**config.mk**
```make
export PLATFORM = sky130hd
export DESIGN_NAME = riscv_instruction_decoder_core
export DESIGN_NICKNAME = d
export VERILOG_FILES = /design/src/design/rid_pkg.sv /design/src/design/rid_decode.sv /design/src/design/riscv_instruction_decoder_core.sv
export SDC_FILE = /design/constraint.sdc
export NUM_CORES = 1
export LEC_CHECK = 0
export ABC_AREA = 1
export BUFFER_PORTS_ARGS = -buffer_cell sky130_fd_sc_hd__buf_2
export CAP_MARGIN = 5
export CORE_MARGIN = 2
export CORE_UTILIZATION = 30
export CTS_CLUSTER_DIAMETER = 50
export DETAILED_ROUTE_END_ITERATION = 8
export GPL_ROUTABILITY_DRIVEN = 0
export GPL_TIMING_DRIVEN = 0
export SLEW_MARGIN = 25
export SYNTH_ARGS = -nofsm -noshare
export SYNTH_HDL_FRONTEND = slang
export SYNTH_HIERARCHICAL = 1
export SYNTH_SLANG_ARGS = --single-unit
```
**constraint.sdc**
```tcl
create_clock -name clock -period 6 [get_ports clock]
set_clock_uncertainty 0.05 [all_clocks]
set_input_delay 0.3 -clock clock [delete_from_list [all_inputs] [get_ports clock]]
set_output_delay 0.3 -clock clock [all_outputs]
set_load 0.02 [all_outputs]
```
**src/design/rid_pkg.sv**
```systemverilog
// rid_pkg: instruction identifiers, opcode constants and field widths
// shared by the decode logic and the top level; no dependencies
package rid_pkg;

   localparam int unsigned IdWidth = 8;

   localparam logic [7:0] ID_ILLEGAL  = 8'd0;
   localparam logic [7:0] ID_LB       = 8'd1;
   localparam logic [7:0] ID_LH       = 8'd2;
   localparam logic [7:0] ID_LW       = 8'd3;
   localparam logic [7:0] ID_LD       = 8'd4;
   localparam logic [7:0] ID_LBU      = 8'd5;
   localparam logic [7:0] ID_LHU      = 8'd6;
   localparam logic [7:0] ID_LWU      = 8'd7;
   localparam logic [7:0] ID_FLW      = 8'd8;
   localparam logic [7:0] ID_FLD      = 8'd9;
   localparam logic [7:0] ID_FSW      = 8'd10;
   localparam logic [7:0] ID_FSD      = 8'd11;
   localparam logic [7:0] ID_FMADD_S  = 8'd12;
   localparam logic [7:0] ID_FENCE    = 8'd20;
   localparam logic [7:0] ID_FENCE_I  = 8'd21;
   localparam logic [7:0] ID_ADDI     = 8'd22;
   localparam logic [7:0] ID_SLLI     = 8'd23;
   localparam logic [7:0] ID_SLOI     = 8'd24;
   localparam logic [7:0] ID_SBSETI   = 8'd25;
   localparam logic [7:0] ID_REV8     = 8'd26;
   localparam logic [7:0] ID_REV      = 8'd27;
   localparam logic [7:0] ID_SBCLRI   = 8'd28;
   localparam logic [7:0] ID_CLZ      = 8'd29;
   localparam logic [7:0] ID_CTZ      = 8'd30;
   localparam logic [7:0] ID_PCNT     = 8'd31;
   localparam logic [7:0] ID_SBINVI   = 8'd32;
   localparam logic [7:0] ID_SLTI     = 8'd33;
   localparam logic [7:0] ID_SLTIU    = 8'd34;
   localparam logic [7:0] ID_XORI     = 8'd35;
   localparam logic [7:0] ID_SRLI     = 8'd36;
   localparam logic [7:0] ID_SROI     = 8'd37;
   localparam logic [7:0] ID_ORC_B    = 8'd38;
   localparam logic [7:0] ID_SRAI     = 8'd39;
   localparam logic [7:0] ID_SBEXTI   = 8'd40;
   localparam logic [7:0] ID_RORI     = 8'd41;
   localparam logic [7:0] ID_ORI      = 8'd42;
   localparam logic [7:0] ID_ANDI     = 8'd43;
   localparam logic [7:0] ID_AUIPC    = 8'd44;
   localparam logic [7:0] ID_ADDIW    = 8'd45;
   localparam logic [7:0] ID_SLLIW    = 8'd46;
   localparam logic [7:0] ID_SRLIW    = 8'd47;
   localparam logic [7:0] ID_SRAIW    = 8'd48;
   localparam logic [7:0] ID_SB       = 8'd49;
   localparam logic [7:0] ID_SH       = 8'd50;
   localparam logic [7:0] ID_SW       = 8'd51;
   localparam logic [7:0] ID_AMO_W    = 8'd52;
   localparam logic [7:0] ID_AMO_D    = 8'd63;
   localparam logic [7:0] ID_ADD      = 8'd74;
   localparam logic [7:0] ID_SLL      = 8'd75;
   localparam logic [7:0] ID_SLT      = 8'd76;
   localparam logic [7:0] ID_SLTU     = 8'd77;
   localparam logic [7:0] ID_XOR      = 8'd78;
   localparam logic [7:0] ID_SRL      = 8'd79;
   localparam logic [7:0] ID_OR       = 8'd80;
   localparam logic [7:0] ID_AND      = 8'd81;
   localparam logic [7:0] ID_MUL      = 8'd82;
   localparam logic [7:0] ID_MULH     = 8'd83;
   localparam logic [7:0] ID_MULHSU   = 8'd84;
   localparam logic [7:0] ID_MULHU    = 8'd85;
   localparam logic [7:0] ID_DIV      = 8'd86;
   localparam logic [7:0] ID_DIVU     = 8'd87;
   localparam logic [7:0] ID_REM      = 8'd88;
   localparam logic [7:0] ID_REMU     = 8'd89;
   localparam logic [7:0] ID_PACK     = 8'd90;
   localparam logic [7:0] ID_CLMUL    = 8'd91;
   localparam logic [7:0] ID_CLMULR   = 8'd92;
   localparam logic [7:0] ID_CLMULH   = 8'd93;
   localparam logic [7:0] ID_MIN      = 8'd94;
   localparam logic [7:0] ID_MAX      = 8'd95;
   localparam logic [7:0] ID_MINU     = 8'd96;
   localparam logic [7:0] ID_MAXU     = 8'd97;
   localparam logic [7:0] ID_SLO      = 8'd98;
   localparam logic [7:0] ID_SH1ADD   = 8'd99;
   localparam logic [7:0] ID_SH2ADD   = 8'd100;
   localparam logic [7:0] ID_SRO      = 8'd101;
   localparam logic [7:0] ID_SH3ADD   = 8'd102;
   localparam logic [7:0] ID_SBSET    = 8'd103;
   localparam logic [7:0] ID_SUB      = 8'd104;
   localparam logic [7:0] ID_XNOR     = 8'd105;
   localparam logic [7:0] ID_SRA      = 8'd106;
   localparam logic [7:0] ID_ORN      = 8'd107;
   localparam logic [7:0] ID_ANDN     = 8'd108;
   localparam logic [7:0] ID_SBCLR    = 8'd109;
   localparam logic [7:0] ID_SBEXT    = 8'd110;
   localparam logic [7:0] ID_ROL      = 8'd111;
   localparam logic [7:0] ID_ROR      = 8'd112;
   localparam logic [7:0] ID_SBINV    = 8'd113;
   localparam logic [7:0] ID_LUI      = 8'd114;
   localparam logic [7:0] ID_ADDW     = 8'd115;
   localparam logic [7:0] ID_SLLW     = 8'd116;
   localparam logic [7:0] ID_SRLW     = 8'd117;
   localparam logic [7:0] ID_MULW     = 8'd118;
   localparam logic [7:0] ID_DIVW     = 8'd119;
   localparam logic [7:0] ID_DIVUW    = 8'd120;
   localparam logic [7:0] ID_REMW     = 8'd121;
   localparam logic [7:0] ID_REMUW    = 8'd122;
   localparam logic [7:0] ID_SUBW     = 8'd123;
   localparam logic [7:0] ID_SRAW     = 8'd124;
   localparam logic [7:0] ID_BEQ      = 8'd125;
   localparam logic [7:0] ID_BNE      = 8'd126;
   localparam logic [7:0] ID_BLT      = 8'd127;
   localparam logic [7:0] ID_BGE      = 8'd128;
   localparam logic [7:0] ID_BLTU     = 8'd129;
   localparam logic [7:0] ID_BGEU     = 8'd130;
   localparam logic [7:0] ID_JALR     = 8'd131;
   localparam logic [7:0] ID_JAL      = 8'd132;
   localparam logic [7:0] ID_ECALL    = 8'd133;
   localparam logic [7:0] ID_EBREAK   = 8'd134;
   localparam logic [7:0] ID_URET     = 8'd135;
   localparam logic [7:0] ID_SRET     = 8'd136;
   localparam logic [7:0] ID_MRET     = 8'd137;
   localparam logic [7:0] ID_WFI      = 8'd138;
   localparam logic [7:0] ID_CSRRW    = 8'd139;
   localparam logic [7:0] ID_CSRRS    = 8'd140;
   localparam logic [7:0] ID_CSRRC    = 8'd141;
   localparam logic [7:0] ID_CSRRWI   = 8'd142;
   localparam logic [7:0] ID_CSRRSI   = 8'd143;
   localparam logic [7:0] ID_CSRRCI   = 8'd144;
   localparam logic [7:0] ID_LAST     = ID_CSRRCI;

   // major opcode groups, inst[6:2]
   localparam logic [4:0] OPC_LOAD     = 5'h00;
   localparam logic [4:0] OPC_LOAD_FP  = 5'h01;
   localparam logic [4:0] OPC_MISC_MEM = 5'h03;
   localparam logic [4:0] OPC_OP_IMM   = 5'h04;
   localparam logic [4:0] OPC_AUIPC    = 5'h05;
   localparam logic [4:0] OPC_OP_IMM32 = 5'h06;
   localparam logic [4:0] OPC_STORE    = 5'h08;
   localparam logic [4:0] OPC_STORE_FP = 5'h09;
   localparam logic [4:0] OPC_AMO      = 5'h0b;
   localparam logic [4:0] OPC_OP       = 5'h0c;
   localparam logic [4:0] OPC_LUI      = 5'h0d;
   localparam logic [4:0] OPC_OP32     = 5'h0e;
   localparam logic [4:0] OPC_MADD     = 5'h10;
   localparam logic [4:0] OPC_MSUB     = 5'h11;
   localparam logic [4:0] OPC_NMSUB    = 5'h12;
   localparam logic [4:0] OPC_NMADD    = 5'h13;
   localparam logic [4:0] OPC_BRANCH   = 5'h18;
   localparam logic [4:0] OPC_JALR     = 5'h19;
   localparam logic [4:0] OPC_JAL      = 5'h1b;
   localparam logic [4:0] OPC_SYSTEM   = 5'h1c;

   localparam logic [6:0] AMT_REV8   = 7'h18;
   localparam logic [6:0] AMT_REV    = 7'h1f;
   localparam logic [11:0] SYS_SRET  = 12'h102;
   localparam logic [11:0] SYS_MRET  = 12'h302;
   localparam logic [11:0] SYS_WFI   = 12'h105;

   typedef struct packed {
      logic [7:0]  id;
      logic [4:0]  op0;
      logic [31:0] op1;
      logic [31:0] op2;
      logic [4:0]  op3;
   } dec_type;

endpackage

```
**src/design/rid_decode.sv**
```systemverilog
// rid_decode: combinational decode of one 32-bit instruction word
// depends on rid_pkg for identifiers, opcode constants and dec_type
module rid_decode
   import rid_pkg::*;
(
   input  logic [31:0] word,
   output dec_type     dec
);

   logic [4:0]  rd, rs1, rs2, top5;
   logic [2:0]  f3;
   logic [6:0]  f7, amt;
   logic [11:0] u12;
   logic [31:0] imm_i, imm_s, imm_b, imm_j, imm_u, sh6;
   logic [3:0]  amo_slot;
   logic [7:0]  id;
   dec_type     raw;

   assign rd    = word[11:7];
   assign f3    = word[14:12];
   assign rs1   = word[19:15];
   assign rs2   = word[24:20];
   assign f7    = word[31:25];
   assign top5  = word[31:27];
   assign u12   = word[31:20];
   assign amt   = word[26:20];
   assign sh6   = {26'd0, word[25:20]};
   assign imm_i = {{20{word[31]}}, word[31:20]};
   assign imm_s = {{20{word[31]}}, word[31:25], word[11:7]};
   assign imm_b = {{19{word[31]}}, word[31], word[7], word[30:25], word[11:8], 1'b0};
   assign imm_j = {{11{word[31]}}, word[31], word[19:12], word[20], word[30:21], 1'b0};
   assign imm_u = {word[31:12], 12'd0};

   // atomics: the first five top codes, then every fourth
   always_comb begin
      if (top5 < 5'd5) amo_slot = 4'(top5);
      else if (top5[1:0] == 2'b00) amo_slot = 4'(top5[4:2]) + 4'd3;
      else amo_slot = 4'd15;
   end

   always_comb begin
      raw = '0;
      id  = ID_ILLEGAL;
      raw.op0 = rd;
      raw.op1 = {27'd0, rs1};
      raw.op2 = imm_i;
      unique case (word[6:2])
         OPC_LOAD: begin
            if (f3 != 3'd7) id = ID_LB + 8'(f3);
         end
         OPC_LOAD_FP: begin
            if (f3 == 3'd2) id = ID_FLW;
            else if (f3 == 3'd3) id = ID_FLD;
         end
         OPC_STORE_FP: begin
            raw.op0 = rs2;
            raw.op2 = imm_s;
            if (f3 == 3'd2) id = ID_FSW;
            else if (f3 == 3'd3) id = ID_FSD;
         end
         OPC_MADD, OPC_MSUB, OPC_NMSUB, OPC_NMADD: begin
            raw.op2 = {27'd0, rs2};
            raw.op3 = top5;
            if (!f7[1]) id = ID_FMADD_S + 8'({word[3:2], f7[0]});
         end
         OPC_MISC_MEM: begin
            raw.op2 = '0;
            raw.op1 = '0;
            if (rd == 5'd0 && rs1 == 5'd0) begin
               if (f3 == 3'd0 && word[31:28] == 4'd0) begin
                  raw.op0 = {1'b0, word[27:24]};
                  raw.op1 = {28'd0, word[23:20]};
                  id = ID_FENCE;
               end else if (f3 == 3'd1 && u12 == 12'd0) begin
                  id = ID_FENCE_I;
               end
            end
         end
         OPC_OP_IMM: begin
            priority if (f3 == 3'd1) begin
               unique case (top5)
                  5'h00: begin raw.op2 = {25'd0, amt}; id = ID_SLLI; end
                  5'h04: begin raw.op2 = {25'd0, amt}; id = ID_SLOI; end
                  5'h05: begin raw.op2 = {25'd0, amt}; id = ID_SBSETI; end
                  5'h08: begin
                     if (amt == AMT_REV8) id = ID_REV8;
                     else if (amt == AMT_REV) id = ID_REV;
                  end
                  5'h09: begin raw.op2 = {25'd0, amt}; id = ID_SBCLRI; end
                  5'h0c: begin
                     if (amt == 7'd0) id = ID_CLZ;
                     else if (amt == 7'd1) id = ID_CTZ;
                     else if (amt == 7'd2) id = ID_PCNT;
                  end
                  5'h0d: begin raw.op2 = {25'd0, amt}; id = ID_SBINVI; end
                  default: id = ID_ILLEGAL;
               endcase
            end else if (f3 == 3'd5) begin
               raw.op2 = {25'd0, amt};
               unique case (top5)
                  5'h00: id = ID_SRLI;
                  5'h04: id = ID_SROI;
                  5'h05: if (amt == AMT_REV8) id = ID_ORC_B;
                  5'h08: id = ID_SRAI;
                  5'h09: id = ID_SBEXTI;
                  5'h0c: id = ID_RORI;
                  default: id = ID_ILLEGAL;
               endcase
            end else begin
               unique case (f3)
                  3'd0: id = ID_ADDI;
                  3'd2: id = ID_SLTI;
                  3'd3: id = ID_SLTIU;
                  3'd4: id = ID_XORI;
                  3'd6: id = ID_ORI;
                  default: id = ID_ANDI;
               endcase
            end
         end
         OPC_AUIPC, OPC_LUI: begin
            raw.op1 = imm_u;
            raw.op2 = '0;
            id = word[5] ? ID_LUI : ID_AUIPC;
         end
         OPC_OP_IMM32: begin
            if (f3 == 3'd0) id = ID_ADDIW;
            else if (f3 == 3'd1 && f7 == 7'h00) begin
               raw.op2 = sh6; id = ID_SLLIW;
            end else if (f3 == 3'd5) begin
               raw.op2 = sh6;
               if (f7 == 7'h00) id = ID_SRLIW;
               else if (f7 == 7'h20) id = ID_SRAIW;
            end
         end
         OPC_STORE: begin
            raw.op0 = rs2;
            raw.op2 = imm_s;
            if (f3 < 3'd3) id = ID_SB + 8'(f3);
         end
         OPC_AMO: begin
            raw.op2 = {27'd0, rs2};
            if (amo_slot != 4'd15) begin
               if (f3 == 3'd2) id = ID_AMO_W + 8'(amo_slot);
               else if (f3 == 3'd3) id = ID_AMO_D + 8'(amo_slot);
            end
         end
         OPC_OP: begin
            raw.op2 = {27'd0, rs2};
            unique case (f7)
               7'h00: id = ID_ADD + 8'(f3);
               7'h01: id = ID_MUL + 8'(f3);
               7'h04: if (f3 == 3'd0) id = ID_PACK;
               7'h05: if (f3 != 3'd0) id = ID_CLMUL + 8'(f3 - 3'd1);
               7'h10: begin
                  unique case (f3)
                     3'd1: id = ID_SLO;
                     3'd2: id = ID_SH1ADD;
                     3'd4: id = ID_SH2ADD;
                     3'd5: id = ID_SRO;
                     3'd6: id = ID_SH3ADD;
                     default: id = ID_ILLEGAL;
                  endcase
               end
               7'h14: if (f3 == 3'd1) id = ID_SBSET;
               7'h20: begin
                  unique case (f3)
                     3'd0: id = ID_SUB;
                     3'd4: id = ID_XNOR;
                     3'd5: id = ID_SRA;
                     3'd6: id = ID_ORN;
                     3'd7: id = ID_ANDN;
                     default: id = ID_ILLEGAL;
                  endcase
               end
               7'h24: begin
                  if (f3 == 3'd1) id = ID_SBCLR;
                  else if (f3 == 3'd5) id = ID_SBEXT;
               end
               7'h30: begin
                  if (f3 == 3'd1) id = ID_ROL;
                  else if (f3 == 3'd5) id = ID_ROR;
               end
               7'h34: if (f3 == 3'd1) id = ID_SBINV;
               default: id = ID_ILLEGAL;
            endcase
         end
         OPC_OP32: begin
            raw.op2 = {27'd0, rs2};
            if (f7 == 7'h00) begin
               if (f3 == 3'd0) id = ID_ADDW;
               else if (f3 == 3'd1) id = ID_SLLW;
               else if (f3 == 3'd5) id = ID_SRLW;
            end else if (f7 == 7'h01) begin
               if (f3 == 3'd0) id = ID_MULW;
               else if (f3[2]) id = ID_DIVW + 8'(f3[1:0]);
            end else if (f7 == 7'h20) begin
               if (f3 == 3'd0) id = ID_SUBW;
               else if (f3 == 3'd5) id = ID_SRAW;
            end
         end
         OPC_BRANCH: begin
            raw.op0 = rs1;
            raw.op1 = {27'd0, rs2};
            raw.op2 = imm_b;
            if (f3 == 3'd0) id = ID_BEQ;
            else if (f3 == 3'd1) id = ID_BNE;
            else if (f3[2]) id = ID_BLT + 8'(f3[1:0]);
         end
         OPC_JALR: begin
            if (f3 == 3'd0) id = ID_JALR;
         end
         OPC_JAL: begin
            raw.op1 = imm_j;
            raw.op2 = '0;
            id = ID_JAL;
         end
         OPC_SYSTEM: begin
            raw.op2 = {20'd0, u12};
            if (f3 == 3'd0) begin
               if (f7 == 7'h00) begin
                  if (rd == 5'd0 && rs1 == 5'd0) begin
                     if (u12 == 12'd0) id = ID_ECALL;
                     else if (u12 == 12'd1) id = ID_EBREAK;
                     else if (u12 == 12'd2) id = ID_URET;
                  end
               end else if (f7 != 7'h09) begin
                  if (u12 == SYS_SRET) id = ID_SRET;
                  else if (u12 == SYS_MRET) id = ID_MRET;
                  else if (u12 == SYS_WFI) id = ID_WFI;
               end
            end else if (f3 != 3'd4) begin
               id = ID_CSRRW + 8'(f3[2] ? f3 - 3'd2 : f3 - 3'd1);
            end
         end
         default: id = ID_ILLEGAL;
      endcase
      raw.id = id;
   end

   // illegal words give all-zero operands
   always_comb begin
      if (word[1:0] != 2'b11 || raw.id == ID_ILLEGAL) dec = '0;
      else dec = raw;
   end

endmodule

```
**src/design/riscv_instruction_decoder_core.sv**
```systemverilog
// riscv_instruction_decoder_core: top level of the instruction decoder
// holds the input register and result register; depends on rid_pkg and rid_decode
//
// usage:
//   req_ channel carries one 32-bit instruction word per transaction
//   rsp_ channel returns the instruction id (0 = illegal) and four operands
//   a word accepted into the input register is decoded into the result register
//   throughput: one transaction per cycle while rsp_ready is high, with the
//   decode logic between the input register and the result register
//   the two-stage pipe keeps flowing while rsp_ready is high; when the
//   receiver stalls, the result register holds, the input register fills,
//   and req_ready drops once both hold an item
//   reset clears both valid bits; no clearing pass, no configuration
//   the block keeps no state between words
module riscv_instruction_decoder_core
   import rid_pkg::*;
(
   input  logic        clock,
   input  logic        reset,
   input  logic        req_valid,
   output logic        req_ready,
   input  logic [31:0] req_instruction_word,
   output logic        rsp_valid,
   input  logic        rsp_ready,
   output logic [7:0]  rsp_instruction_id,
   output logic [4:0]  rsp_operand_zero,
   output logic [31:0] rsp_operand_one,
   output logic [31:0] rsp_operand_two,
   output logic [4:0]  rsp_operand_three
);

   logic        in_vld_ff, in_vld_in;
   logic [31:0] word_ff;
   logic        out_vld_ff, out_vld_in;
   dec_type     res_ff;
   dec_type     dec;
   logic        stage_move;

   rid_decode u_decode (
      .word (word_ff),
      .dec  (dec)
   );

   // input stage advances when the result register is empty or draining
   assign stage_move = !out_vld_ff || rsp_ready;
   assign req_ready  = !in_vld_ff || stage_move;
   assign in_vld_in  = (req_valid && req_ready) || (in_vld_ff && !stage_move);
   assign out_vld_in = stage_move ? in_vld_ff : out_vld_ff;

   always_ff @(posedge clock) begin
      if (reset) begin
         in_vld_ff  <= 1'b0;
         out_vld_ff <= 1'b0;
      end else begin
         in_vld_ff  <= in_vld_in;
         out_vld_ff <= out_vld_in;
      end
   end

   always_ff @(posedge clock) begin
      if (req_valid && req_ready) word_ff <= req_instruction_word;
      if (stage_move && in_vld_ff) res_ff <= dec;
   end

   assign rsp_valid          = out_vld_ff;
   assign rsp_instruction_id = res_ff.id;
   assign rsp_operand_zero   = res_ff.op0;
   assign rsp_operand_one    = res_ff.op1;
   assign rsp_operand_two    = res_ff.op2;
   assign rsp_operand_three  = res_ff.op3;

   // a stalled result register must not be overwritten
   a_hold: assert property (@(posedge clock) disable iff (reset)
      rsp_valid && !rsp_ready |=> rsp_valid && $stable(res_ff))
      else $error("result changed while stalled");

   // an illegal id always carries zero operands
   a_illegal_zero: assert property (@(posedge clock) disable iff (reset)
      rsp_valid && rsp_instruction_id == ID_ILLEGAL |->
         rsp_operand_zero == 5'd0 && rsp_operand_one == 32'd0 &&
         rsp_operand_two == 32'd0 && rsp_operand_three == 5'd0)
      else $error("illegal id with nonzero operands");

   // ids stay within the defined range
   a_id_range: assert property (@(posedge clock) disable iff (reset)
      rsp_valid |-> rsp_instruction_id <= ID_LAST)
      else $error("instruction id out of range");

   // a full pipe refuses new words
   a_full: assert property (@(posedge clock) disable iff (reset)
      in_vld_ff && out_vld_ff && !rsp_ready |-> !req_ready)
      else $error("accepted word with pipe full");

endmodule

```
==> flow_summary.rst, run 1 <==
.. list-table::
   :header-rows: 1

   * - Metric
     - Value
   * - Result of the run
     - complete, no violations
   * - Via count
     - 6951
   * - Crit-path leading delay family
     - simple AND/OR/NAND/NOR gates
   * - Clock slew seen by the registers of the worst setup and hold paths
     - 60 ps
   * - Maximum number of pins on one net before global-route repair
     - 23
   * - Die Area
     - 0.02577 mm2
   * - Placement Cell Area
     - 0.008504 mm2
   * - Final design utilization
     - 0.3843
   * - Final net count
     - 1159
   * - Required time of the critical path
     - 6240 ps
   * - Wire per inst
     - 15.87 um
   * - Mapped Avg Cell Area
     - 7.846 um2
   * - Count of buffering cells on the critical path with inverters included
     - 6
   * - H-tree levels
     - 4
   * - Antenna fix cells
     - 0
   * - Combinational Power Share
     - 0.139
   * - Final hold violation count
     - 0
   * - DRC Markers
     - 0
   * - Max-capacitance violation count
     - 0
   * - Initial detailed-routing violation count
     - 634
   * - Ratio of total power to cell area
     - 248.9 mW/mm2
   * - Finish-stage setup viols
     - 0
   * - Number of iterations in the first detailed-routing pass
     - 6
   * - Number of flops mapped to enable cells by yosys
     - 114
   * - Critical Path Fanout Max
     - 20
   * - Proportion of layout cells with a drive suffix above 1
     - 0.2034
   * - Worst stage delay on the critical path
     - 610 ps
   * - Final worst path period need
     - 4306 ps
   * - Post-synth ARST share
     - 0
   * - Top area cells in the synthesized netlist
     - sky130_fd_sc_hd__edfxtp_1 (47%), sky130_fd_sc_hd__nand2_1 (12%), sky130_fd_sc_hd__nor2_1 (9.0%)
   * - Share of total power in the clock network
     - 0.449
   * - CTS tree
     - built
   * - Tightest slew margin relative to the limit
     - 0.4867
   * - Max Root-Sink Buffers
     - 2
   * - Cell accounting for the most synthesized area
     - sky130_fd_sc_hd__edfxtp_1
   * - Leak pwr
     - 4.395 nW
   * - Clk root buf
     - sky130_fd_sc_hd__clkbuf_16
   * - IO Port Bufs
     - 119
   * - Commonest register cell after synthesis
     - sky130_fd_sc_hd__edfxtp_1
   * - Wire length of the first global-routing pass
     - 35.73 mm
   * - Switching power as a share of total power
     - 0.2796
   * - Measured slew at the worst slew-check pin
     - 769.1 ps
   * - Cells after DPL
     - 1385
   * - Number of warning messages in the yosys log
     - 6
   * - PnR worst setup slack
     - 1694 ps
   * - Clock latency on the worst-skew pair
     - 420 ps
   * - Aggregate routed wire length
     - 22.77 mm
   * - Cell with the biggest individual delay on the critical path
     - sky130_fd_sc_hd__nor2_2
   * - Final clock period utilization by the worst path
     - 0.7177
   * - Layout-stage area growth over the synthesis result
     - 26.38%
   * - Number of nets in the synthesized netlist
     - 998
   * - Slew Viols, Final
     - 0
   * - Clock buffers created by TritonCTS
     - 17
   * - Endpoint type of the worst setup path
     - register
   * - Worst vdd rail ir drop
     - 0.1855 mV
   * - Post-CTS resize count
     - 0
   * - Number of synthesized register bits
     - 116
   * - Final design area excluding fillers
     - 0.009291 mm2
   * - Cell Area, Synth
     - 0.007352 mm2
   * - WS Path Type
     - register to register
   * - Seq pwr share
     - 0.412
   * - Final TNS setup
     - 0 ps
   * - Crit path DAT
     - 4550 ps
   * - Gate Count Post-Synth
     - 937
   * - GRT Total Usage
     - 0.1790
   * - Most common cell on crit path
     - sky130_fd_sc_hd__nand2_1
   * - Sink count of the clock tree
     - 116
   * - Crit-path cells
     - inv_1 -> ha_1 -> nand2_1 -> inv_1 -> nor2_1 -> nand2_1 -> nand2_2 -> inv_1 -> ha_1 -> nand2_1 -> nand4_1 -> inv_1 -> o211ai_1 -> nand3_1 -> nor2_1 -> nand2_1 -> nor2_1 -> nand2_1 -> nor2_1 -> nand2_1 -> nand2_2 -> buf_2 -> nor2_2 -> buf_4
   * - Number of standard-cell rows in the floorplan
     - 57
   * - Setup repair after global routing missed its margin
     - no
   * - Fin cells
     - 1435
   * - Vias in the first global route
     - 6532
   * - Switching component of the power
     - 0.6467 mW
   * - Initial antenna violation count
     - 0
   * - Initial Utilization
     - 0.3041
   * - Die outline height
     - 160.5 um
   * - Tightest Hold Check Type
     - primary input to register
   * - Nature of the critical path startpoint
     - register
   * - Number of nets still failing antenna checks after routing
     - 0
   * - Leftover overflow at the end of global routing
     - 0
   * - Portion of the post-synthesis area used by sequential elements
     - 0.4711
   * - Boundary pin count
     - 120
   * - Internal power component
     - 1.666 mW
   * - Detailed placer's ending HPWL
     - 17.59 mm
   * - Count of unique library cells instantiated by Yosys
     - 41
   * - Number of vias per cell after detailed routing
     - 4.844
   * - Maximum clock frequency
     - 232.2 MHz
   * - Width of the die
     - 160.5 um
   * - Share of Yosys cell area claimed by the top area cell type
     - 0.4656
   * - Place WS
     - 1720 ps
   * - Std-Cell Core Area
     - 0.02418 mm2
## repair_timing
| item | CTS | global route |
|---|---|---|
| hold buffers | 18 | 0 |
| buffers inserted | 0 | 0 |
| hold endpoints to repair | 19 | 0 |
| setup endpoints to repair | 0 | 0 |
## flip-flops by register name (all words and copies together), names as in the netlist
name	count
rsp_valid	1
rsp_operand_one	32
rsp_operand_zero	5
word_ff	32
in_vld_ff	1
rsp_instruction_id	8
rsp_operand_three	5
rsp_operand_two	32
## routing by layer
layer  up-vias  wire [um]  global-route usage
li1       3400          -                   -
met1      3165       9826              0.2295
met2       326      10460              0.2919
met3        60       1553             0.03306
met4         0        937             0.08640
met5         -          0                   0
## kinds of logic (layout without fill, tap and decap cells)
kind of cell    Yosys count  in the layout  synth area share
compound gates           85             85           0.06586
simple gates            555            555            0.3216
flops                   116            116            0.4711
xor+xnor                  1              1          0.001192
fa+ha+maj                25             25           0.04255
buf+inv                 155            329           0.09768
## area by class of cell
| type | count | area [um2] |
|---|---|---|
| timing repair buffer | 142 | 913.4 |
| buffer | 40 | 286.5 |
| multi-input combinational | 666 | 3184 |
| inverter | 115 | 431.7 |
| tap | 324 | 405.4 |
| clock buffer | 17 | 425.4 |
| clock inverter | 15 | 181.4 |
| sequential | 116 | 3463 |
| fill | 2478 | 14890 |
## metrics by stage
stage	power, mW	hold slack [ps]
2_1_floorplan	1.164	312.4
3_3_place_gp	1.267	415.5
3_5_place_dp	1.278	429.1
4_1_cts	2.335	1.718
5_1_grt	2.405	4.944
6_report	2.313	18.14
## path summary, 6_finish.rpt
check	depth (start not counted)	end	startpoint	slack, ps
setup reg to reg	24	rsp_operand_two[19]	word_ff[29]	1690
hold / removal	1	word_ff[13]	req_instruction_word[13]	20
hold reg to reg	2	in_vld_ff	in_vld_ff	460
setup / recovery	24	rsp_operand_two[19]	word_ff[29]	1690
## placed cells by master (no fill, tap or decap), drive strengths merged
cell type and n:
a21boi 1, or2 3, nor3 7, o21ai 45
nand4 23, a22oi 6, a211oi 1, o211ai 2
xnor2 1, a221oi 5, nor2 182, a31oi 3
buf 160, o21a 1, ha 25, nand2 248
edfxtp 114, and2 1, clkbuf 21, nor3b 1
and3 1, nand3 86, o22ai 2, clkinv 5
nand3b 3, o31ai 1, dfxtp 2, bufinv 2
a21oi 18, inv 123, dlygate4sd3 18
## cell usage after synthesis, drive strengths merged, types with 2 or more instances
library cell	n
ha	25
clkbuf	4
nand3	86
inv	114
or2	3
nor3	7
nor2	182
nand2	248
o21ai	45
o22ai	2
nand3b	3
a21oi	18
dfxtp	2
a22oi	6
a31oi	3
edfxtp	114
buf	36
o211ai	2
a221oi	5
nand4	23
## power by group through the flow
| stage | Combinational (mW) | Clock [mW] | Sequential [mW] |
|---|---|---|---|
| final | 0.322 | 1.04 | 0.952 |
| after global routing | 0.354 | 1.10 | 0.955 |
| after CTS | 0.319 | 1.06 | 0.952 |
| after detailed placement | 0.309 | 0 | 0.969 |
| after global placement | 0.292 | 0 | 0.975 |
| after floorplan | 0.175 | 0 | 0.989 |
Note: power is estimated with default switching activity, not from simulation.
==> run 2: changes to the inputs <==
clock period = 4.15 ns   (was 6 ns; I/O delays follow)
==> flow_summary.rst, run 2 (synthesized netlist as in run 1, its figures left out) <==
.. list-table::
   :header-rows: 1

   * - Metric
     - Value
   * - Required time of the critical path
     - 4280 ps
   * - Commonest non-fill, non-tap cell in the layout
     - sky130_fd_sc_hd__nand2_1
   * - GRT Total Usage
     - 0.1789
   * - Nature of the critical path startpoint
     - register
   * - Ratio of total power to cell area
     - 354.6 mW/mm2
   * - H-tree levels
     - 4
   * - Leak pwr
     - 4.472 nW
   * - Crit path DAT
     - 4010 ps
   * - Final worst path period need
     - 3883 ps
   * - Final clock period utilization by the worst path
     - 0.9357
   * - Tightest Hold Check Type
     - primary input to register
   * - Finish-stage setup viols
     - 0
   * - Cell with the biggest individual delay on the critical path
     - sky130_fd_sc_hd__edfxtp_1
   * - Boundary pin count
     - 120
   * - Clock latency on the worst-skew pair
     - 420 ps
   * - Vias in the first global route
     - 6675
   * - WS Path Type
     - register to register
   * - Std-Cell Core Area
     - 0.02418 mm2
   * - PnR worst setup slack
     - 266.7 ps
   * - Most common cell on crit path
     - sky130_fd_sc_hd__nand2_1
   * - Detailed placer's ending HPWL
     - 17.44 mm
   * - Clk root buf
     - sky130_fd_sc_hd__clkbuf_16
   * - Die outline height
     - 160.5 um
   * - Place WS
     - -130.8 ps
   * - Endpoint type of the worst setup path
     - register
   * - Clock slew seen by the registers of the worst setup and hold paths
     - 60 ps
   * - Maximum clock frequency
     - 257.5 MHz
   * - Setup repair after global routing missed its margin
     - no
   * - Sink count of the clock tree
     - 116
   * - Antenna fix cells
     - 0
   * - Max-capacitance violation count
     - 0
   * - Number of nets still failing antenna checks after routing
     - 0
   * - Final design utilization
     - 0.3922
   * - Number of iterations in the first detailed-routing pass
     - 9
   * - Worst vdd rail ir drop
     - 0.3003 mV
   * - Number of standard-cell rows in the floorplan
     - 57
   * - Layout-stage area growth over the synthesis result
     - 28.97%
   * - Most used cells in the layout excluding fill and tap cells
     - sky130_fd_sc_hd__nand2_1 (240), sky130_fd_sc_hd__nor2_1 (173), sky130_fd_sc_hd__buf_2 (125)
   * - Result of the run
     - complete, but fails checks
   * - Crit-path cells
     - buf_4 -> nor2_1 -> nor2_1 -> nand2_1 -> nand2_2 -> inv_1 -> ha_1 -> nand2_1 -> nand4_1 -> inv_1 -> o211ai_1 -> nand3_1 -> nor2_1 -> nand2_1 -> nor2_2 -> nand2_1 -> nor2_1 -> nand2_1 -> nand2_2 -> buf_4 -> nor2_2 -> buf_4
   * - Max Root-Sink Buffers
     - 2
   * - Wire per inst
     - 15.58 um
   * - Slew Viols, Final
     - 0
   * - Die Area
     - 0.02577 mm2
   * - Violations in the final reports
     - DRC
   * - Initial antenna violation count
     - 0
   * - Worst stage delay on the critical path
     - 480 ps
   * - CTS tree
     - built
   * - Clock buffers created by TritonCTS
     - 17
   * - Leftover overflow at the end of global routing
     - 0
   * - Maximum number of pins on one net before global-route repair
     - 23
   * - Wire length of the first global-routing pass
     - 36.08 mm
   * - Final net count
     - 1179
   * - Slack of the worst reg-to-reg path
     - 270 ps
   * - IO Port Bufs
     - 119
   * - Measured slew at the worst slew-check pin
     - 705.7 ps
   * - Final hold violation count
     - 0
   * - Via count
     - 7007
   * - Placement Cell Area
     - 0.008492 mm2
   * - Tightest slew margin relative to the limit
     - 0.5246
   * - Initial detailed-routing violation count
     - 497
   * - Critical Path Fanout Max
     - 11
   * - Width of the die
     - 160.5 um
   * - Aggregate routed wire length
     - 22.67 mm
   * - Proportion of layout cells with a drive suffix above 1
     - 0.2069
   * - DRC Markers
     - 2
   * - Final design area excluding fillers
     - 0.009482 mm2
   * - Initial Utilization
     - 0.3041
   * - Number of vias per cell after detailed routing
     - 4.816
run 2: area by class of cell:
| cell class | count | area (um2) |
|---|---|---|
| flip-flops and latches | 116 | 3463 |
| multi-input cells | 667 | 3201 |
| fillers | 2483 | 14700 |
| repair buffers | 161 | 1084 |
| clock buffers | 17 | 425.4 |
| well taps | 324 | 405.4 |
| plain buffers | 40 | 289.0 |
| clock inverters | 15 | 182.7 |
| inverters | 115 | 431.7 |
run 2: through the flow:
stage	setup TNS, ps	hold WS, ps	std cells	power, mW
2_1_floorplan	0	219.9	937	1.680
3_3_place_gp	-14160	334.8	1380	1.826
3_5_place_dp	-2458	335.6	1385	1.841
4_1_cts	0	54.60	1451	3.386
5_1_grt	0	71.33	1455	3.493
6_report	0	62.81	1455	3.362
run 2: path summary, 6_finish.rpt:
kind,startpoint,end,depth (start not counted)
min,rsp_ready,rsp_valid,4
max,word_ff[30],rsp_operand_two[28],22
min reg2reg,in_vld_ff,rsp_valid,2
max reg2reg,word_ff[30],rsp_operand_two[28],22
run 2: power breakdown:
| group | total [mW] | internal (mW) | switching (mW) |
|---|---|---|---|
| Combinational | 0.479 | 0.168 | 0.310 |
| Clock | 1.51 | 0.912 | 0.596 |
| Sequential | 1.38 | 1.34 | 0.0339 |
| Total | 3.36 | 2.42 | 0.940 |
run 2: critical path: cells and delay by family, from the launching register on:
kind                       cells  cell delay [ps]
and+or+nand+nor               15             1890
buffers and inverters          5              860
DFF                            1              480
adders and majority gates      1              190
AOI/OAI and AO/OA              1              150
run 2: routing by layer:
metal	GRT usage	part of all wire	up-vias	wire, um
li1	-	-	3434	-
met1	0.2263	0.42	3201	9532
met2	0.2968	0.47	316	10580
met3	0.03409	0.070	56	1594
met4	0.08190	0.042	0	958
met5	0	0	-	0
run 2: what timing repair did:
| item | in CTS | in global routing |
|---|---|---|
| endpoints found under the setup margin | 20 | 69 |
| gates cloned | 0 | 1 |
| gates resized for setup | 1 | 6 |
| hold endpoints to repair | 34 | 0 |
| buffers inserted | 0 | 3 |
| hold buffers | 34 | 0 |
| pin swaps | 0 | 2 |
==> run 3: changes to the inputs <==
CORE_UTILIZATION = 45   (was 30)
CTS_BUF_LIST = sky130_fd_sc_hd__clkbuf_2 sky130_fd_sc_hd__clkbuf_4 sky130_fd_sc_hd__clkbuf_8   (was unset)
GPL_ROUTABILITY_DRIVEN = unset   (was 0)
PLACE_DENSITY = 0.66   (was unset)
==> flow_summary.rst, run 3 (synthesized netlist as in run 1, its figures left out) <==
.. list-table::
   :header-rows: 1

   * - Metric
     - Value
   * - Slack of the worst reg-to-reg path
     - 150 ps
   * - Wire per inst
     - 17.63 um
   * - Required time of the critical path
     - 4300 ps
   * - Placement Cell Area
     - 0.008342 mm2
   * - Clk root buf
     - sky130_fd_sc_hd__clkbuf_8
   * - Sink count of the clock tree
     - 116
   * - Overall power after layout
     - 2.854 mW
   * - Aggregate routed wire length
     - 23.91 mm
   * - Number of standard-cell rows in the floorplan
     - 46
   * - Critical hold path startpoint
     - req_instruction_word[2]
   * - Leftover overflow at the end of global routing
     - 0
   * - Die outline height
     - 131.8 um
   * - Clock buffers created by TritonCTS
     - 17
   * - Final Hold Slack
     - 418.8 ps
   * - Wire length of the first global-routing pass
     - 36.46 mm
   * - Max-capacitance violation count
     - 0
   * - Nature of the critical path startpoint
     - register
   * - Final design area excluding fillers
     - 0.009185 mm2
   * - Clock latency on the worst-skew pair
     - 440 ps
   * - Antenna fix cells
     - 0
   * - Number of nets still failing antenna checks after routing
     - 0
   * - Worst setup path start
     - word_ff[30]
   * - DRC Markers
     - 0
   * - Std-Cell Core Area
     - 0.01594 mm2
   * - Number of vias per cell after detailed routing
     - 5.301
   * - Detailed placer's ending HPWL
     - 18.12 mm
   * - Logic depth of the worst register-to-register path
     - 22
   * - Final net count
     - 1188
   * - Initial detailed-routing violation count
     - 812
   * - Tightest slew margin relative to the limit
     - 0.4327
   * - Number of iterations in the first detailed-routing pass
     - 6
   * - H-tree levels
     - 4
   * - Met3 routed wirelength
     - 2.070 mm
   * - Slew Viols, Final
     - 0
   * - Commonest non-fill, non-tap cell in the layout
     - sky130_fd_sc_hd__nand2_1
   * - Endpoint type of the worst setup path
     - register
   * - WS Path Type
     - register to register
   * - IO Port Bufs
     - 119
   * - Capture endpoint of the worst hold path
     - word_ff[2]
   * - Tightest Hold Check Type
     - primary input to register
   * - Ratio of total power to cell area
     - 310.8 mW/mm2
   * - Vias in the first global route
     - 6563
   * - Result of the run
     - complete, no violations
   * - Maximum clock frequency
     - 250.1 MHz
   * - Width of the die
     - 131.8 um
   * - CTS tree
     - built
   * - Highest routing layer actually used
     - met4
   * - Initial antenna violation count
     - 0
   * - Leak pwr
     - 4.411 nW
   * - Final hold violation count
     - 0
   * - Final worst path period need
     - 3999 ps
   * - Max Root-Sink Buffers
     - 2
   * - Clock slew seen by the registers of the worst setup and hold paths
     - 80 ps
   * - Endpoint of the lowest-slack register-to-register path
     - rsp_operand_two[17]
   * - Most used cells in the layout excluding fill and tap cells
     - sky130_fd_sc_hd__nand2_1 (240), sky130_fd_sc_hd__nor2_1 (173), sky130_fd_sc_hd__buf_2 (125)
   * - Maximum number of pins on one net before global-route repair
     - 33
   * - Initial Utilization
     - 0.4612
   * - Final estimated routing congestion in global placement
     - 0.9990
   * - Boundary pin count
     - 120
   * - Finish-stage setup viols
     - 0
   * - Critical Path Fanout Max
     - 11
   * - Detailed-routing wirelength on met1
     - 10.16 mm
   * - Layout-stage area growth over the synthesis result
     - 24.93%
   * - Crit path DAT
     - 4150 ps
   * - Final clock period utilization by the worst path
     - 0.9635
   * - FF-to-FF Start
     - word_ff[30]
   * - Setup repair after global routing missed its margin
     - no
   * - Met2 wire len
     - 11.10 mm
   * - Final design utilization
     - 0.5761
   * - Die Area
     - 0.01738 mm2
   * - Measured slew at the worst slew-check pin
     - 842.1 ps
   * - Fin cells
     - 1356
   * - Worst vdd rail ir drop
     - 0.2112 mV
   * - GRT Total Usage
     - 0.2753
   * - Number of cells on the worst hold path
     - 2
   * - Via count
     - 7188
   * - Cells after DPL
     - 1276
   * - Proportion of layout cells with a drive suffix above 1
     - 0.2114
-- run 3: cell types whose count changed in the layout (fill, tap and decap cells not counted), sizes merged --
cell,before,now
buf,163,171
clkinv,3,8
inv,124,120
bufinv,2,1
dlygate4sd3,34,35
-- run 3: worst max-delay path, stage by stage (launching register included) --
cell and delay [ps]:
sky130_fd_sc_hd__edfxtp_1 480, sky130_fd_sc_hd__buf_4 180, sky130_fd_sc_hd__nor2_1 240, sky130_fd_sc_hd__nor2_1 80
sky130_fd_sc_hd__nand2_1 90, sky130_fd_sc_hd__nand2_2 90, sky130_fd_sc_hd__inv_1 100, sky130_fd_sc_hd__ha_1 190
sky130_fd_sc_hd__nand2_1 140, sky130_fd_sc_hd__nand4_1 280, sky130_fd_sc_hd__inv_1 140, sky130_fd_sc_hd__o211ai_1 150
sky130_fd_sc_hd__nand3_1 110, sky130_fd_sc_hd__nor2_1 230, sky130_fd_sc_hd__nand2_1 100, sky130_fd_sc_hd__nor2_2 160
sky130_fd_sc_hd__nand2_1 80, sky130_fd_sc_hd__nor2_1 120, sky130_fd_sc_hd__nand2_1 70, sky130_fd_sc_hd__nand2_2 120
sky130_fd_sc_hd__buf_4 250, sky130_fd_sc_hd__nor2_4 110, sky130_fd_sc_hd__buf_4 190
-- run 3: routing by layer --
metal | vias up | GRT usage
li1 | 3460 | -
met1 | 3288 | 0.3765
met2 | 390 | 0.4337
met3 | 50 | 0.05113
met4 | 0 | 0.1111
met5 | - | 0
-- run 3: layout make-up --
cell class | count | area [um2]
fillers | 1483 | 6758
flip-flops and latches | 116 | 3463
multi-input cells | 667 | 3206
repair buffers | 170 | 1146
inverters | 115 | 431.7
plain buffers | 40 | 289.0
well taps | 216 | 270.3
clock buffers | 17 | 234.0
clock inverters | 15 | 145.1
-- run 3: report_power, final --
group          switching [mW]  internal [mW]  total [mW]  leakage [nW]
Clock                   0.499          0.487       0.986         0.195
Combinational           0.323          0.173       0.496          3.04
Sequential             0.0321           1.34        1.37          1.18
-- run 3: worst max path at each step --
stage	to	slack, ps	depth (start not counted)
final	rsp_operand_two[17]	150	22
after detailed placement	rsp_operand_two[17]	-190	24
after floorplan	rsp_operand_two[13]	730	23
after CTS	rsp_operand_two[17]	30	18
after global routing	rsp_operand_two[17]	30	24
after global placement	rsp_operand_two[12]	-600	23
-- run 3: timing repair --
action	CTS	global route
buffers inserted	1	11
gates resized for setup	1	6
pin swaps	0	2
cloned	0	1
hold buffers	35	0
endpoints found under the setup margin	20	53
endpoints found under the hold margin	34	0
-- run 3: metrics by stage --
| stage | TNS, ps | worst slack, ps |
|---|---|---|
| 2_1_floorplan | 0 | 729.0 |
| 3_3_place_gp | -11620 | -599.4 |
| 3_5_place_dp | -3586 | -193.9 |
| 4_1_cts | 0 | 25.75 |
| 5_1_grt | 0 | 33.71 |
| 6_report | 0 | 151.5 |
